==> src/design/efjd_pkg.sv <==
`timescale 1ns / 1ps
// ----------------------------------------------------------------------------
// efjd_pkg: shared types and helpers for the escaped frame joystick decoder
// Frame geometry, escape codes, register indexes, CRC and speed scaling.
// ----------------------------------------------------------------------------
package efjd_pkg;

	localparam int MAX_FRAME_BYTES = 257;
	localparam int POS_W = $clog2(MAX_FRAME_BYTES + 1);
	localparam int CMP_W = (POS_W > 9) ? POS_W : 9;
	localparam int NUM_CH = 4;
	localparam int CH_W = 2;

	typedef logic [POS_W-1:0] pos_t;
	typedef logic [CMP_W-1:0] cmp_t;

	localparam pos_t POS_ADDR  = pos_t'(0);
	localparam pos_t POS_LEN   = pos_t'(1);
	localparam pos_t POS_FIX0  = pos_t'(2);
	localparam pos_t POS_FIX1  = pos_t'(3);
	localparam pos_t POS_FIX2  = pos_t'(4);
	localparam pos_t POS_KNOB0 = pos_t'(5);
	localparam pos_t POS_KNOB1 = pos_t'(6);
	localparam pos_t POS_KNOB2 = pos_t'(7);
	localparam pos_t POS_KNOB3 = pos_t'(9);
	localparam pos_t POS_MIN   = pos_t'(5);
	localparam pos_t POS_MAX   = pos_t'(MAX_FRAME_BYTES);

	localparam logic [7:0] ESC_CHAR  = 8'h1B;
	localparam logic [7:0] ESC_ZERO  = 8'h00;
	localparam logic [7:0] ESC_STX   = 8'hE7;
	localparam logic [7:0] STX_CHAR  = 8'h02;
	localparam logic [7:0] NUL_CHAR  = 8'h00;
	localparam logic [7:0] FIX_BYTE0 = 8'h11;
	localparam logic [7:0] FIX_BYTE1 = 8'h01;
	localparam logic [7:0] FIX_BYTE2 = 8'h03;

	localparam logic [7:0] KNOB_REV_CENTER = 8'd127;
	localparam logic [7:0] KNOB_FWD_CENTER = 8'd128;

	localparam logic [15:0] CRC_INIT = 16'hFFFF;
	localparam logic [15:0] CRC_POLY = 16'hA001;

	// dist * 100 / 127 as a multiply by round-up reciprocal, exact for dist <= 128
	localparam logic [20:0] SPEED_MUL = 21'd1651301;
	localparam int SPEED_SHIFT = 21;

	typedef logic [1:0] cfg_idx_t;
	localparam cfg_idx_t REG_STATION = 2'd0;
	localparam cfg_idx_t REG_DZ_LOW  = 2'd1;
	localparam cfg_idx_t REG_DZ_HIGH = 2'd2;

	localparam logic [7:0] RST_STATION = 8'd2;
	localparam logic [7:0] RST_DZ_LOW  = 8'd120;
	localparam logic [7:0] RST_DZ_HIGH = 8'd135;

	typedef struct packed {
		logic                   ok;
		logic [NUM_CH-1:0][7:0] knob;
	} frame_rec_t;

	function automatic logic [15:0] crc_byte(input logic [15:0] c, input logic [7:0] b);
		logic [15:0] r;
		r = c ^ {8'h00, b};
		for (int k = 0; k < 8; k++) begin
			if (r[0]) begin
				r = (r >> 1) ^ CRC_POLY;
			end else begin
				r = r >> 1;
			end
		end
		return r;
	endfunction

	function automatic logic [6:0] speed_pct(input logic [7:0] span);
		logic [28:0] prod;
		prod = {21'd0, span} * {8'd0, SPEED_MUL};
		return prod[SPEED_SHIFT +: 7];
	endfunction

endpackage

==> src/design/efjd_frame.sv <==
`timescale 1ns / 1ps
// ----------------------------------------------------------------------------
// efjd_frame: unescape and frame check
// Removes escapes byte by byte, tracks header, length and running CRC, and
// presents the verdict and knob bytes on the beat that ends a frame.
// ----------------------------------------------------------------------------
module efjd_frame (
	input  logic                 clk,
	input  logic                 arst_n,
	input  logic                 beat,
	input  logic [7:0]           rx_byte,
	input  logic                 frame_end,
	input  logic [7:0]           station_address,
	output logic                 done,
	output efjd_pkg::frame_rec_t rec
);

	logic                                  esc_q, esc_d;
	efjd_pkg::pos_t                        pos_q, pos_d;
	logic [7:0]                            len_q, len_d;
	logic                                  hm_q, hm_d;
	logic [15:0]                           crc_q, crc_d;
	logic [15:0]                           crx_q, crx_d;
	logic [efjd_pkg::NUM_CH-1:0][7:0]      knob_q, knob_d;
	logic                                  take;
	logic [7:0]                            b;
	efjd_pkg::cmp_t                        pos_c, len_c;

	assign pos_c = efjd_pkg::cmp_t'(pos_q);
	assign len_c = efjd_pkg::cmp_t'(len_q);

	always_comb begin
		esc_d  = esc_q;
		take   = 1'b0;
		b      = rx_byte;
		pos_d  = pos_q;
		len_d  = len_q;
		hm_d   = hm_q;
		crc_d  = crc_q;
		crx_d  = crx_q;
		knob_d = knob_q;
		if (esc_q) begin
			esc_d = 1'b0;
			take  = 1'b1;
			if (rx_byte == efjd_pkg::ESC_ZERO) begin
				b = efjd_pkg::ESC_CHAR;
			end else if (rx_byte == efjd_pkg::ESC_STX) begin
				b = efjd_pkg::STX_CHAR;
			end else begin
				b = efjd_pkg::NUL_CHAR;
			end
		end else if (rx_byte == efjd_pkg::ESC_CHAR) begin
			if (frame_end) begin
				take = 1'b1;
			end else begin
				esc_d = 1'b1;
			end
		end else begin
			take = 1'b1;
		end
		if (take) begin
			if (pos_q >= efjd_pkg::POS_MAX) begin
				hm_d = 1'b0;
			end else begin
				case (pos_q)
					efjd_pkg::POS_ADDR: begin
						if (b != station_address) hm_d = 1'b0;
					end
					efjd_pkg::POS_LEN:   len_d = b;
					efjd_pkg::POS_FIX0: begin
						if (b != efjd_pkg::FIX_BYTE0) hm_d = 1'b0;
					end
					efjd_pkg::POS_FIX1: begin
						if (b != efjd_pkg::FIX_BYTE1) hm_d = 1'b0;
					end
					efjd_pkg::POS_FIX2: begin
						if (b != efjd_pkg::FIX_BYTE2) hm_d = 1'b0;
					end
					efjd_pkg::POS_KNOB0: knob_d[0] = b;
					efjd_pkg::POS_KNOB1: knob_d[1] = b;
					efjd_pkg::POS_KNOB2: knob_d[2] = b;
					efjd_pkg::POS_KNOB3: knob_d[3] = b;
					default: ;
				endcase
				if (pos_q < efjd_pkg::POS_FIX0 || pos_c < len_c) begin
					crc_d = efjd_pkg::crc_byte(crc_q, b);
				end
				if (pos_q >= efjd_pkg::POS_FIX0) begin
					if (pos_c == len_c) begin
						crx_d[7:0] = b;
					end else if (pos_c == len_c + efjd_pkg::cmp_t'(1)) begin
						crx_d[15:8] = b;
					end
				end
				pos_d = pos_q + efjd_pkg::pos_t'(1);
			end
		end
	end

	assign done      = beat & frame_end;
	assign rec.knob  = knob_d;
	assign rec.ok    = hm_d && (pos_d >= efjd_pkg::POS_MIN) &&
	                   (efjd_pkg::cmp_t'(pos_d) ==
	                    efjd_pkg::cmp_t'(len_d) + efjd_pkg::cmp_t'(2)) &&
	                   (crx_d == crc_d) && (crc_d != 16'h0000);

	always_ff @(posedge clk or negedge arst_n) begin
		if (!arst_n) begin
			esc_q  <= 1'b0;
			pos_q  <= '0;
			len_q  <= '0;
			hm_q   <= 1'b1;
			crc_q  <= efjd_pkg::CRC_INIT;
			crx_q  <= '0;
			knob_q <= '0;
		end else if (beat) begin
			if (frame_end) begin
				esc_q  <= 1'b0;
				pos_q  <= '0;
				len_q  <= '0;
				hm_q   <= 1'b1;
				crc_q  <= efjd_pkg::CRC_INIT;
				crx_q  <= '0;
				knob_q <= '0;
			end else begin
				esc_q  <= esc_d;
				pos_q  <= pos_d;
				len_q  <= len_d;
				hm_q   <= hm_d;
				crc_q  <= crc_d;
				crx_q  <= crx_d;
				knob_q <= knob_d;
			end
		end
	end

endmodule

==> src/design/escaped_frame_joystick_decoder_unit.sv <==
`timescale 1ns / 1ps
// ----------------------------------------------------------------------------
// escaped_frame_joystick_decoder_unit: joystick frame decoder top level
// Unescapes, checks and decodes frames into four channel results.
// ----------------------------------------------------------------------------
// One raw byte is taken per unstalled cycle; escape removal, header and
// length checks and the CRC update finish in the cycle the beat is taken. The
// beat that ends a frame parks its verdict in a one-deep frame register; from
// there the four channel results (or one reject result) are emitted one beat
// per unstalled cycle. in_stall rises only while that frame register is full
// and the result side cannot take it, so bytes keep flowing during result
// delivery. Config writes are always ready and take effect on the next cycle.
module escaped_frame_joystick_decoder_unit (
	input  logic                       clk,
	input  logic                       arst_n,
	input  logic                       in_valid,
	output logic                       in_stall,
	input  logic [7:0]                 rx_byte,
	input  logic                       frame_end,
	output logic                       out_valid,
	input  logic                       out_stall,
	output logic                       frame_ok,
	output logic [efjd_pkg::CH_W-1:0]  channel,
	output logic                       direction,
	output logic                       moving,
	output logic [6:0]                 speed,
	output logic                       last_result,
	input  logic                       cfg_valid,
	output logic                       cfg_ready,
	input  efjd_pkg::cfg_idx_t         cfg_index,
	input  logic [7:0]                 cfg_data
);

	logic [7:0]                        station_q, dz_low_q, dz_high_q;
	logic                              in_beat, out_beat, out_last;
	logic                              done;
	efjd_pkg::frame_rec_t              rec, rec_s1;
	logic                              valid_s1_q;
	logic                              s1_move;
	logic [efjd_pkg::NUM_CH-1:0]       held_q;
	logic [efjd_pkg::NUM_CH-1:0]       dir_d, mv_d;
	logic [efjd_pkg::NUM_CH-1:0][6:0]  spd_d;
	logic [efjd_pkg::NUM_CH-1:0]       dir_q, mv_q;
	logic [efjd_pkg::NUM_CH-1:0][6:0]  spd_q;
	logic                              ok_q, out_valid_q;
	logic [efjd_pkg::CH_W-1:0]         cnt_q;
	logic [7:0]                        v, span;

	assign cfg_ready = 1'b1;

	always_ff @(posedge clk or negedge arst_n) begin
		if (!arst_n) begin
			station_q <= efjd_pkg::RST_STATION;
			dz_low_q  <= efjd_pkg::RST_DZ_LOW;
			dz_high_q <= efjd_pkg::RST_DZ_HIGH;
		end else if (cfg_valid) begin
			case (cfg_index)
				efjd_pkg::REG_STATION: station_q <= cfg_data;
				efjd_pkg::REG_DZ_LOW:  dz_low_q  <= cfg_data;
				efjd_pkg::REG_DZ_HIGH: dz_high_q <= cfg_data;
				default: ;
			endcase
		end
	end

	assign in_beat  = in_valid & ~in_stall;
	assign out_beat = out_valid_q & ~out_stall;
	assign out_last = ~ok_q | (cnt_q == efjd_pkg::CH_W'(efjd_pkg::NUM_CH - 1));
	assign s1_move  = valid_s1_q & (~out_valid_q | (out_beat & out_last));
	assign in_stall = valid_s1_q & ~s1_move;

	efjd_frame u_frame (
		.clk             (clk),
		.arst_n          (arst_n),
		.beat            (in_beat),
		.rx_byte         (rx_byte),
		.frame_end       (frame_end),
		.station_address (station_q),
		.done            (done),
		.rec             (rec)
	);

	always_ff @(posedge clk or negedge arst_n) begin
		if (!arst_n) begin
			valid_s1_q <= 1'b0;
		end else if (done) begin
			valid_s1_q <= 1'b1;
		end else if (s1_move) begin
			valid_s1_q <= 1'b0;
		end
	end

	always_ff @(posedge clk) begin
		if (done) begin
			rec_s1 <= rec;
		end
	end

	// dead zone classification per channel, reverse test first
	always_comb begin
		dir_d = held_q;
		mv_d  = '0;
		spd_d = '0;
		v     = '0;
		span  = '0;
		for (int ch = 0; ch < efjd_pkg::NUM_CH; ch++) begin
			v    = rec_s1.knob[ch];
			span = '0;
			if (v < dz_low_q) begin
				dir_d[ch] = 1'b0;
				mv_d[ch]  = 1'b1;
				span = (v <= efjd_pkg::KNOB_REV_CENTER) ? (efjd_pkg::KNOB_REV_CENTER - v)
				                                        : (v - efjd_pkg::KNOB_REV_CENTER);
			end else if (v > dz_high_q) begin
				dir_d[ch] = 1'b1;
				mv_d[ch]  = 1'b1;
				span = (v >= efjd_pkg::KNOB_FWD_CENTER) ? (v - efjd_pkg::KNOB_FWD_CENTER)
				                                        : (efjd_pkg::KNOB_FWD_CENTER - v);
			end
			spd_d[ch] = efjd_pkg::speed_pct(span);
		end
	end

	always_ff @(posedge clk or negedge arst_n) begin
		if (!arst_n) begin
			held_q      <= '0;
			out_valid_q <= 1'b0;
			cnt_q       <= '0;
		end else if (s1_move) begin
			out_valid_q <= 1'b1;
			cnt_q       <= '0;
			if (rec_s1.ok) begin
				held_q <= dir_d;
			end
		end else if (out_beat) begin
			if (out_last) begin
				out_valid_q <= 1'b0;
			end else begin
				cnt_q <= cnt_q + efjd_pkg::CH_W'(1);
			end
		end
	end

	always_ff @(posedge clk) begin
		if (s1_move) begin
			ok_q  <= rec_s1.ok;
			dir_q <= dir_d;
			mv_q  <= mv_d;
			spd_q <= spd_d;
		end
	end

	assign out_valid   = out_valid_q;
	assign frame_ok    = ok_q;
	assign channel     = ok_q ? cnt_q : '0;
	assign direction   = ok_q & dir_q[cnt_q];
	assign moving      = ok_q & mv_q[cnt_q];
	assign speed       = ok_q ? spd_q[cnt_q] : '0;
	assign last_result = out_last;

	a_s1_holds: assert property (@(posedge clk) disable iff (!arst_n)
		valid_s1_q && !s1_move |=> valid_s1_q)
		else $error("frame register dropped a waiting frame");

	a_stall_cause: assert property (@(posedge clk) disable iff (!arst_n)
		in_stall |-> valid_s1_q && out_valid_q)
		else $error("input stalled without a waiting frame");

	a_reject_single: assert property (@(posedge clk) disable iff (!arst_n)
		out_valid && !frame_ok |-> last_result && channel == '0)
		else $error("reject result not a single final beat");

	a_cnt_step: assert property (@(posedge clk) disable iff (!arst_n)
		out_beat && !out_last && !s1_move |=> cnt_q == $past(cnt_q) + efjd_pkg::CH_W'(1))
		else $error("channel counter did not advance");

	a_drain: assert property (@(posedge clk) disable iff (!arst_n)
		out_beat && out_last && !s1_move |=> !out_valid_q)
		else $error("result valid held past the final beat");

endmodule
==> config.mk <==
export PLATFORM = sky130hd
export DESIGN_NAME = escaped_frame_joystick_decoder_unit
export DESIGN_NICKNAME = d
export VERILOG_FILES = /design/src/design/efjd_pkg.sv /design/src/design/efjd_frame.sv /design/src/design/escaped_frame_joystick_decoder_unit.sv
export SDC_FILE = /design/constraint.sdc
export NUM_CORES = 1
export LEC_CHECK = 0
export BUFFER_PORTS_ARGS = -buffer_cell sky130_fd_sc_hd__buf_2
export CORE_MARGIN = 5
export CORE_UTILIZATION = 30
export CTS_BUF_LIST = sky130_fd_sc_hd__clkbuf_16
export DETAILED_ROUTE_END_ITERATION = 10
export PLACE_DENSITY = 0.52
export SETUP_SLACK_MARGIN = 0.5
export SLEW_MARGIN = 20
export SYNTH_ARGS = -nofsm -noshare
export SYNTH_HDL_FRONTEND = slang
export SYNTH_SLANG_ARGS = --single-unit
export TNS_END_PERCENT = 10
==> constraint.sdc <==
create_clock -name clk -period 7.1 [get_ports clk]
set_clock_uncertainty 0.05 [all_clocks]
set_input_delay 0.71 -clock clk [delete_from_list [all_inputs] [get_ports clk]]
set_output_delay 0.71 -clock clk [all_outputs]
set_load 0.005 [all_outputs]
==> metrics.yaml, run 1 <==
layout:
  seq_area_mm2: 0.005012
  stdcell_count: 3028
  drive_gt1_share_pct: 20.06
  multiInputGateArea_mm2: 0.01418
  fin_nets: 2559
  n_antenna_cell: 0
  n_fill_cell: 6499
  syn_to_final_growth_pct: 17.38
die:
  die_area_mm2: 0.06993
  start_util_pct: 30.18
  fp.dieW_um: 264.4
  coreArea_mm2: 0.06435
  rows: 93
  die_h_um: 264.4
  pin_count: 40
route:
  wl_um: 54600
  dr_total_vias: 15737
  dr_wl_met3_um: 1733
  highest_layer: "met5"
  wirelength_met1_um: 25310
  drt.antenna.violating_nets: 0
  wl_per_cell_um: 18.03
  drc_errors: 0
  met2_length_um: 26620
  dr.pass1.iters: 5
  avgViaCountPerCell: 5.197
  detail_route.iter0.violations: 844
synth:
  syn_nets: 2460
  synth_warnings: 0
  ys_top_cells_by_count: "303 x ha_1, 212 x inv_1, 129 x o21ai_0"
  synth_edf_count: 70
  synth_seq_cells: 185
  syn_avg_cell_area_um2: 9.424
  yosys.cell_count.top_type: "ha_1"
  yosysTopAreaCell: "ha_1"
  ys_types: 101
  synth_ff_type: "dfrtp_1"
  synth_area_leaders: "ha_1 20%, dfrtp_1 11%, edfxtp_1 11%"
  netlist_instances: 2061
  ys_seq_area_share_pct: 25.81
  netlist_area_mm2: 0.01942
  ys_async_sr_fraction_pct: 62.16
  synth.top_cell.area_share_pct: 19.52
global_routing:
  antenna_found_initial: 1
  track_usage_pct: 15.03
  grt_pass1_wl_um: 86340
  grt_pass1_vias: 15665
  grt_max_degree: 62
  grt_overflow: 0
clocking:
  path_clk_slew_ps: 90
  cts-root-buf: "clkbuf_16"
  cts_sinks: 185
  clockBufferDepth: 2
  hold_buffers: 0
  cts_buffers: 17
  htree_num_levels: 4
  cts_tree: "built"
  insertion_delay_ps: 450
sta:
  fmax_ghz: 0.1561
  final_max_slew_viol_count: 0
  max-slew-margin-rel_pct: 31.43
  min_period_ps: 6407
  hold_viol_final: 0
  fin_crit_sh_pct: 90.25
  tightest_slew_ps: 1029
  fin_setup_tns_ps: 0
  rsz0062_at_grt: "true"
  setup_viol: 0
pwr:
  power.share.combinational_pct: 75.6
  clkPwrFrac_pct: 8.5
  switchingPower_mw: 5.860
  p_leak_nw: 10.17
  peakVddDrop_uv: 258.3
  p_seq_share_pct: 15.9
  p_per_area_mw_per_mm2: 534.5
  p_sw_share_pct: 48.09
  p_int_mw: 6.325
critical_path:
  r2r-start: "rec_s1[10]$_DFFE_PP_"
  arrival_ps: 6560
  worstSetupPathType: "reg2reg"
  r2r_setup_slack_ps: 690
  cp_slowest_cell: "fa_2"
  end_kind: "register"
  worst-r2r-cell-count: 28
  critical_path.top_delay_family: "compound AO/OA/AOI/OAI gates"
  cp_max_fo: 6
  startpoint_type: "register"
  cp_slowest_stage_delay_ps: 580
  critPathBufInv: 5
  rr_endpoint: "spd_q[12]$_DFFE_PP_"
  cp.required_ps: 7250
placement:
  gp_congestion: 0.8762
  dp.cells: 2939
  portBuffers: 38
  dp_hpwl_um: 41400
flow_run:
  drv_cap: 0
worst_hold_path:
  min_path_type: "in2async"
status:
  outcome: "completed"
==> per-stage QoR <==
| stage | util [%] | hold WS, ps | total power, mW | setup slack, ps | area (µm²) |
|---|---|---|---|---|---|
| after floorplan | - | 364.4 | 8.018 | 505.8 | 19420 |
| after global placement | 32.35 | 415.2 | 10.08 | 138.2 | 20820 |
| after detailed placement | 32.35 | 424.9 | 10.20 | 8.696 | 20820 |
| after CTS | 33.73 | 309.6 | 11.43 | 452.4 | 21700 |
| after global routing | 35.43 | 338.6 | 13.45 | 428.9 | 22800 |
| final | 35.43 | 301.2 | 12.18 | 692.6 | 22800 |
==> cell families (layout without fill, tap and decap cells) <==
logic type      Yosys count  count (layout)  synth area share, %
compound gates          521             521                17.93
xor+xnor                100             100                4.954
fa+ha+maj               375             375                26.94
buf+inv                 286             398                5.804
flops                   185             185                25.81
mux                      74              74                4.741
other cells               1               1              0.01931
simple gates            519             519                13.81
==> per-layer routing <==
layer / up-vias / global-route usage [%]
met5: - / 0
met4: 2 / 3.259
met3: 48 / 1.726
met2: 292 / 25.84
met1: 7735 / 20.47
li1: 7660 / -
==> sequential cells by signal, indices dropped and copies added (netlist names) <==
name,flops
u_frame.knob_q,32
spd_q,28
rec_s1,25
u_frame.crc_q,16
u_frame.crx_q,16
u_frame.pos_c,9
dz_high_q,8
dz_low_q,8
station_q,8
u_frame.len_q,8
v,8
dir_q,4
held_q,4
mv_q,4
cnt_q,2
frame_ok,1
out_valid,1
u_frame.esc_q,1
u_frame.hm_q,1
valid_s1_q,1
==> layout by cell type (no fill, tap or decap), drive strengths merged, types with 10 or more instances in the layout <==
cell type  count
o211ai        11
mux2i         26
nor2b         27
nand4         21
fa            72
xnor2         69
clkbuf        17
edfxtp        70
o21a          13
a22o          35
dfrtp         89
a21oi        122
inv          219
nand3         41
nand2b        28
o22a          27
or3           18
nand2        128
mux2          38
a22oi         21
a31oi         20
ha           303
xor2          26
a21o          30
and2          26
dfstp         26
nor2         116
nor4          12
and3          22
buf          154
nor3          43
a211oi        20
mux4          10
o21ai        131
==> power groups by stage <==
stage                     sequential, mW  clock (mW)  combinational (mW)
final                               1.93        1.04                9.22
after global routing                1.97        1.11                10.4
after CTS                           1.94        1.07                8.43
after detailed placement            1.97           0                8.23
after global placement              1.96           0                8.12
after floorplan                     1.81           0                6.21
==> final cells by class <==
type | count | area share [%]
clock inverters | 15 | 0.9549
clock buffers | 17 | 1.866
flip-flops and latches | 185 | 21.99
inverters | 212 | 3.523
repair buffers | 154 | 4.797
multi-input cells | 1590 | 62.18
well taps | 855 | 4.692
==> worst max path at each step <==
| stage | cells after the start | end | start | slack, ps |
|---|---|---|---|---|
| floorplan | 27 | spd_q[12]$_DFFE_PP_ | dz_high_q[2]$_DFFE_PN1P_ | 510 |
| global placement | 26 | spd_q[19]$_DFFE_PP_ | dz_low_q[7]$_DFFE_PN0P_ | 140 |
| detailed placement | 26 | spd_q[19]$_DFFE_PP_ | rec_s1[21]$_DFFE_PP_ | 9 |
| CTS | 28 | spd_q[12]$_DFFE_PP_ | dz_low_q[4]$_DFFE_PN1P_ | 450 |
| global route | 29 | spd_q[12]$_DFFE_PP_ | dz_low_q[5]$_DFFE_PN1P_ | 430 |
| finish | 28 | spd_q[12]$_DFFE_PP_ | rec_s1[10]$_DFFE_PP_ | 690 |
==> repair_timing <==
item,in CTS,in global routing
gates resized for setup,41,155
setup buffers,10,47
endpoints found under the setup margin,22,24
pin swaps,3,59
==> worst register-to-register path, delay by kind of cell (launching register included) <==
family	cells	cell delay, ps
adder cells (fa/ha/maj)	6	1790
buffers and inverters	5	590
flip-flops	1	450
AND/OR/NAND/NOR	5	810
XOR/XNOR	1	80
AO/OA/AOI/OAI	11	2420
Note: power is estimated with default switching activity, not from simulation.
==> run 2: changes to the inputs <==
--- a/config.mk
+++ b/config.mk
@@ -5,7 +5,7 @@
 export SDC_FILE = /design/constraint.sdc
 export NUM_CORES = 1
 export LEC_CHECK = 0
-export BUFFER_PORTS_ARGS = -buffer_cell sky130_fd_sc_hd__buf_2
+export BUFFER_PORTS_ARGS = -buffer_cell sky130_fd_sc_hd__clkbuf_2
 export CORE_MARGIN = 5
 export CORE_UTILIZATION = 30
 export CTS_BUF_LIST = sky130_fd_sc_hd__clkbuf_16
==> metrics.yaml, run 2 (synthesis results as in run 1) <==
status:
  outcome: "completed"
sta:
  fmax_ghz: 0.1534  # -1.7%
  fin_setup_tns_ps: 0  # unchanged
  final_max_slew_viol_count: 0  # unchanged
  tightest_slew_ps: 1022  # -6.998 ps
  hold_viol_final: 0  # unchanged
  min_period_ps: 6519  # +112.1 ps
  setup_viol: 0  # unchanged
  rsz0062_at_grt: "true"
  fin_hold_ws_ps: 274.3  # -26.84 ps
  max-slew-margin-rel_pct: 30.14  # -1.3 points
  fin_crit_sh_pct: 91.82  # +1.6 points
route:
  drc_errors: 0  # unchanged
  detail_route.iter0.violations: 1055  # +25%
  dr_total_vias: 15839  # +0.65%
  wl_per_cell_um: 18.09  # +0.31%
  drt.antenna.violating_nets: 0  # unchanged
  wl_um: 54600  # about the same
  avgViaCountPerCell: 5.246  # +0.95%
  dr.pass1.iters: 5  # unchanged
layout:
  fin_nets: 2550  # -0.35%
  reg_top3: "u_frame.knob_q (32), spd_q (28), rec_s1 (25)"
  largest_register_ffs: 32  # unchanged
  largest-register: "u_frame.knob_q"
  layout_commonest_cell: "ha_1"
  drive_gt1_share_pct: 19.36  # -0.70 points
  mostFrequentLayoutCells: "275 x ha_1, 199 x inv_1, 122 x nand2_1, 117 x o21ai_0, 110 x nor2_1"
  syn_to_final_growth_pct: 16.72
  final_util_pct: 35.23  # -0.20 points
  n_antenna_cell: 0  # unchanged
pwr:
  peakVddDrop_uv: 286.9  # +11%
  p_per_area_mw_per_mm2: 546.5  # +2.3%
  design_power_total_mw: 12.39  # +1.7%
  p_leak_nw: 10.11  # -0.54%
clocking:
  cts_buffers: 17  # unchanged
  cts-root-buf: "clkbuf_16"
  cts_sinks: 185  # unchanged
  htree_num_levels: 4  # unchanged
  path_clk_slew_ps: 90  # about the same
  hold_buffers: 0  # unchanged
  clockBufferDepth: 2  # unchanged
  insertion_delay_ps: 460  # about the same
  cts_tree: "built"
critical_path:
  startpoint_type: "register"
  critical_path.top_delay_family: "compound AO/OA/AOI/OAI gates"
  critPathBufInv: 5  # unchanged
  cpMostUsedCell: "ha_4"
  cp_slowest_cell: "fa_2"
  cp_max_fo: 4  # -2
  cp_slowest_stage_delay_ps: 570  # about the same
  end_kind: "register"
  cp.required_ps: 7350  # +100 ps
  worstSetupPathType: "reg2reg"
  arrival_ps: 6770  # +210 ps
placement:
  gp_congestion: 0.8497  # -3.0%
  portBuffers: 38  # unchanged
  dp_hpwl_um: 41150  # -0.62%
die:
  start_util_pct: 30.18  # unchanged
  die_area_mm2: 0.06993  # unchanged
  coreArea_mm2: 0.06435  # unchanged
  die_h_um: 264.4  # unchanged
  rows: 93  # unchanged
  fp.dieW_um: 264.4  # unchanged
  pin_count: 40  # unchanged
global_routing:
  antenna_found_initial: 1  # unchanged
  grt_max_degree: 62  # unchanged
  grt_pass1_vias: 16449  # +5.0%
  track_usage_pct: 15.33  # +0.30 points
  grt_pass1_wl_um: 88040  # +2.0%
  grt_overflow: 0  # unchanged
flow_run:
  drv_cap: 0  # unchanged
worst_hold_path:
  min_path_type: "in2async"
-- run 2: cell types whose count changed in the layout (fill, tap and decap cells not counted), sizes merged --
cell      change
buf          -46
clkinv        +1
clkbuf       +37
inv           -2
bufinv        -1
clkinvlp      +2
-- run 2: power breakdown --
group	total, mW	internal (mW)	switching [mW]	leakage (nW)
Clock	0.996	0.483	0.513	0.295
Sequential	1.94	1.64	0.308	2.11
Combinational	9.45	4.30	5.15	7.70
Total	12.4	6.42	5.97	10.1
-- run 2: path summary, 6_finish.rpt --
kind                                         startpoint                            end  slack (ps)  depth (start not counted)
max in group asynchronous                        arst_n  u_frame.crx_q[14]$_DFFE_PN0P_        5360                          2
min in group clk           u_frame.crx_q[0]$_DFFE_PN0P_   u_frame.crx_q[0]$_DFFE_PN0P_         460                          2
hold reg to reg            u_frame.crx_q[0]$_DFFE_PN0P_   u_frame.crx_q[0]$_DFFE_PN0P_         460                          2
hold / removal                                   arst_n  u_frame.crx_q[11]$_DFFE_PN0P_         270                          1
setup / recovery               dz_high_q[2]$_DFFE_PN1P_            spd_q[13]$_DFFE_PP_         580                         29
setup reg to reg               dz_high_q[2]$_DFFE_PN1P_            spd_q[13]$_DFFE_PP_         580                         29
-- run 2: area by class of cell --
type | count | area (µm²)
inverters | 212 | 802.0
clock inverters | 15 | 195.2
well taps | 855 | 1070
multi-input cells | 1590 | 14140
repair buffers | 145 | 1023
clock buffers | 17 | 425.4
fillers | 6512 | 41680
flip-flops and latches | 185 | 5012
-- run 2: metal layers --
metal | part of all wire [%] | GRT usage [%] | up-vias
li1 | - | - | 7657
met1 | 46 | 20.13 | 7734
met2 | 48 | 25.92 | 368
met3 | 4.2 | 2.720 | 78
met4 | 2.5 | 4.545 | 2
met5 | 0.037 | 0 | -
-- run 2: stage by stage --
step / instances / setup WS (ps) / instance area, µm²
finish: 3019 / 580.5 / 22670
global route: 3019 / 273.6 / 22670
CTS: 3007 / 469.1 / 22130
detailed placement: 2942 / 76.01 / 20840
global placement: 2942 / 137.3 / 20840
floorplan: 2061 / 505.8 / 19420
-- run 2: timing repair --
item | CTS | global route
endpoints found under the hold margin | 0 | 0
setup endpoints to repair | 22 | 26
gates resized for setup | 85 | 86
setup buffers | 32 | 12
gates cloned | 1 | 0
pin swaps | 31 | 54
==> run 3: changes to the inputs <==
--- a/config.mk
+++ b/config.mk
@@ -6,7 +6,6 @@
 export NUM_CORES = 1
 export LEC_CHECK = 0
 export BUFFER_PORTS_ARGS = -buffer_cell sky130_fd_sc_hd__clkbuf_2
-export CORE_MARGIN = 5
 export CORE_UTILIZATION = 30
 export CTS_BUF_LIST = sky130_fd_sc_hd__clkbuf_16
 export DETAILED_ROUTE_END_ITERATION = 10
==> metrics.yaml, run 3 (synthesis results as in run 1) <==
global_routing:
  grt_pass1_vias: 15759  # -4.2%
  track_usage_pct: 16.46  # +1.1 points
  grt_max_degree: 66  # +6.5%
  antenna_found_initial: 1  # unchanged
  grt_overflow: 0  # unchanged
  grt_pass1_wl_um: 86880  # -1.3%
flow_run:
  drv_cap: 0  # unchanged
sta:
  hold_viol_final: 0  # unchanged
  fin_hold_ws_ps: 275.9  # +1.522 ps
  max-slew-margin-rel_pct: 30.64  # +0.51 points
  fin_crit_sh_pct: 91.66  # -0.16 points
  setup_viol: 0  # unchanged
  final_max_slew_viol_count: 0  # unchanged
  rsz0062_at_grt: "true"
  tightest_slew_ps: 1040  # +18.82 ps
  fmax_ghz: 0.1537  # +0.17%
  fin_setup_tns_ps: 0  # unchanged
  min_period_ps: 6508  # -11.31 ps
clocking:
  path_clk_slew_ps: 80  # about the same
  cts_tree: "built"
  htree_num_levels: 4  # unchanged
  insertion_delay_ps: 450  # about the same
  cts-root-buf: "clkbuf_16"
  cts_sinks: 185  # unchanged
  cts_buffers: 17  # unchanged
  hold_buffers: 0  # unchanged
  clockBufferDepth: 2  # unchanged
route:
  avgViaCountPerCell: 5.251  # about the same
  detail_route.iter0.violations: 1058  # +0.28%
  dr.pass1.iters: 5  # unchanged
  drt.antenna.violating_nets: 0  # unchanged
  dr_total_vias: 15878  # +0.25%
  wl_per_cell_um: 18.33  # +1.4%
  drc_errors: 0  # unchanged
  wl_um: 55430  # +1.5%
critical_path:
  r2r_setup_slack_ps: 590  # about the same
  startpoint_type: "register"
  worstSetupPathType: "reg2reg"
  arrival_ps: 6750  # -20 ps
  cp_slowest_cell: "fa_2"
  cp.required_ps: 7340  # about the same
  cp_slowest_stage_delay_ps: 570  # about the same
  end_kind: "register"
  cp_max_fo: 6  # +2
placement:
  gp_congestion: 0.8904  # +4.8%
  dp.cells: 2935  # -0.24%
  dp_hpwl_um: 42100  # +2.3%
  portBuffers: 38  # unchanged
layout:
  drive_gt1_share_pct: 19.47  # +0.11 points
  layout_commonest_cell: "ha_1"
  reg_top3: "u_frame.knob_q (32), spd_q (28), rec_s1 (25)"
  largest-register: "u_frame.knob_q"
  largest_register_ffs: 32  # unchanged
  syn_to_final_growth_pct: 16.52
  mostFrequentLayoutCells: "281 x ha_1, 200 x inv_1, 122 x nand2_1, 114 x buf_4, 113 x o21ai_0"
  n_antenna_cell: 0  # unchanged
  stdcell_count: 3024  # +0.17%
  fin_nets: 2564  # +0.55%
pwr:
  peakVddDrop_uv: 314.6  # +9.7%
  p_leak_nw: 10.18  # +0.66%
  p_per_area_mw_per_mm2: 536.0  # -1.9%
die:
  die_area_mm2: 0.06576  # -6.0%
  fp.dieW_um: 256.4  # -3.0%
  pin_count: 40  # unchanged
  rows: 92  # -1.1%
  start_util_pct: 30.57  # +0.38 points
  coreArea_mm2: 0.06354  # -1.3%
  die_h_um: 256.4  # -3.0%
status:
  outcome: "completed"
worst_hold_path:
  min_path_type: "in2async"
## run 3: cell count changes in the layout (fill, tap and decap cells not counted), moves of 4 or more
cell / delta
buf_4: +11
ha_4: -5
ha_1: +6
o21ai_0: -4
## run 3: worst max-delay path: cells and delay by family, from the launching register on
family,cells,cell delay (ps)
adders and majority gates,6,1930
AOI/OAI and AO/OA,13,2470
and+or+nand+nor,5,780
DFF,1,560
buffers and inverters,5,540
## run 3: timing repair
action / in CTS / in global routing
endpoints found under the setup margin: 19 / 24
cloned: 0 / 1
buffers inserted: 7 / 49
pin swaps: 3 / 57
resized for setup: 31 / 139
## run 3: area by class of cell
type                       count  area (µm²)
multi-input combinational   1590       14030
timing repair buffer         159        1125
inverter                     212       803.3
sequential                   185        5012
clock buffer                  18       450.4
fill                        6413       40910
tap                          846        1059
clock inverter                14       152.6
## run 3: power by group
part           total, mW  internal [mW]  switching, mW
combinational       9.18           4.14           5.04
sequential          1.96           1.64          0.326
clock              0.991          0.493          0.498
total               12.1           6.27           5.86
## run 3: final timing paths
path,start,cells after the start,to
worst max-delay path,dz_low_q[4]$_DFFE_PN1P_,29,spd_q[13]$_DFFE_PP_
worst min-delay path,arst_n,1,u_frame.len_q[2]$_DFFE_PN0P_
worst max register to register,dz_low_q[4]$_DFFE_PN1P_,29,spd_q[13]$_DFFE_PP_
worst min register to register,u_frame.crx_q[0]$_DFFE_PN0P_,2,u_frame.crx_q[0]$_DFFE_PN0P_
max in group asynchronous,arst_n,2,held_q[2]$_DFFE_PN0P_
min in group clk,u_frame.crx_q[0]$_DFFE_PN0P_,2,u_frame.crx_q[0]$_DFFE_PN0P_
## run 3: per-layer routing
layer / track usage, % / up-vias / part of all wire, %
met5: 0 / - / 0
met4: 2.464 / 0 / 1.2
met3: 2.125 / 47 / 3.3
met2: 28.52 / 310 / 49
met1: 22.14 / 7833 / 46
li1: - / 7688 / -
## run 3: per-stage QoR
step	utilization [%]	worst slack, ps	power [mW]	area, µm²
after floorplan	-	505.8	8.018	19420
after global routing	35.62	323.1	13.40	22630
after CTS	34.05	461.3	11.44	21640
final	35.62	591.8	12.13	22630
after detailed placement	32.80	71.45	10.24	20840
after global placement	32.80	176.6	10.11	20840
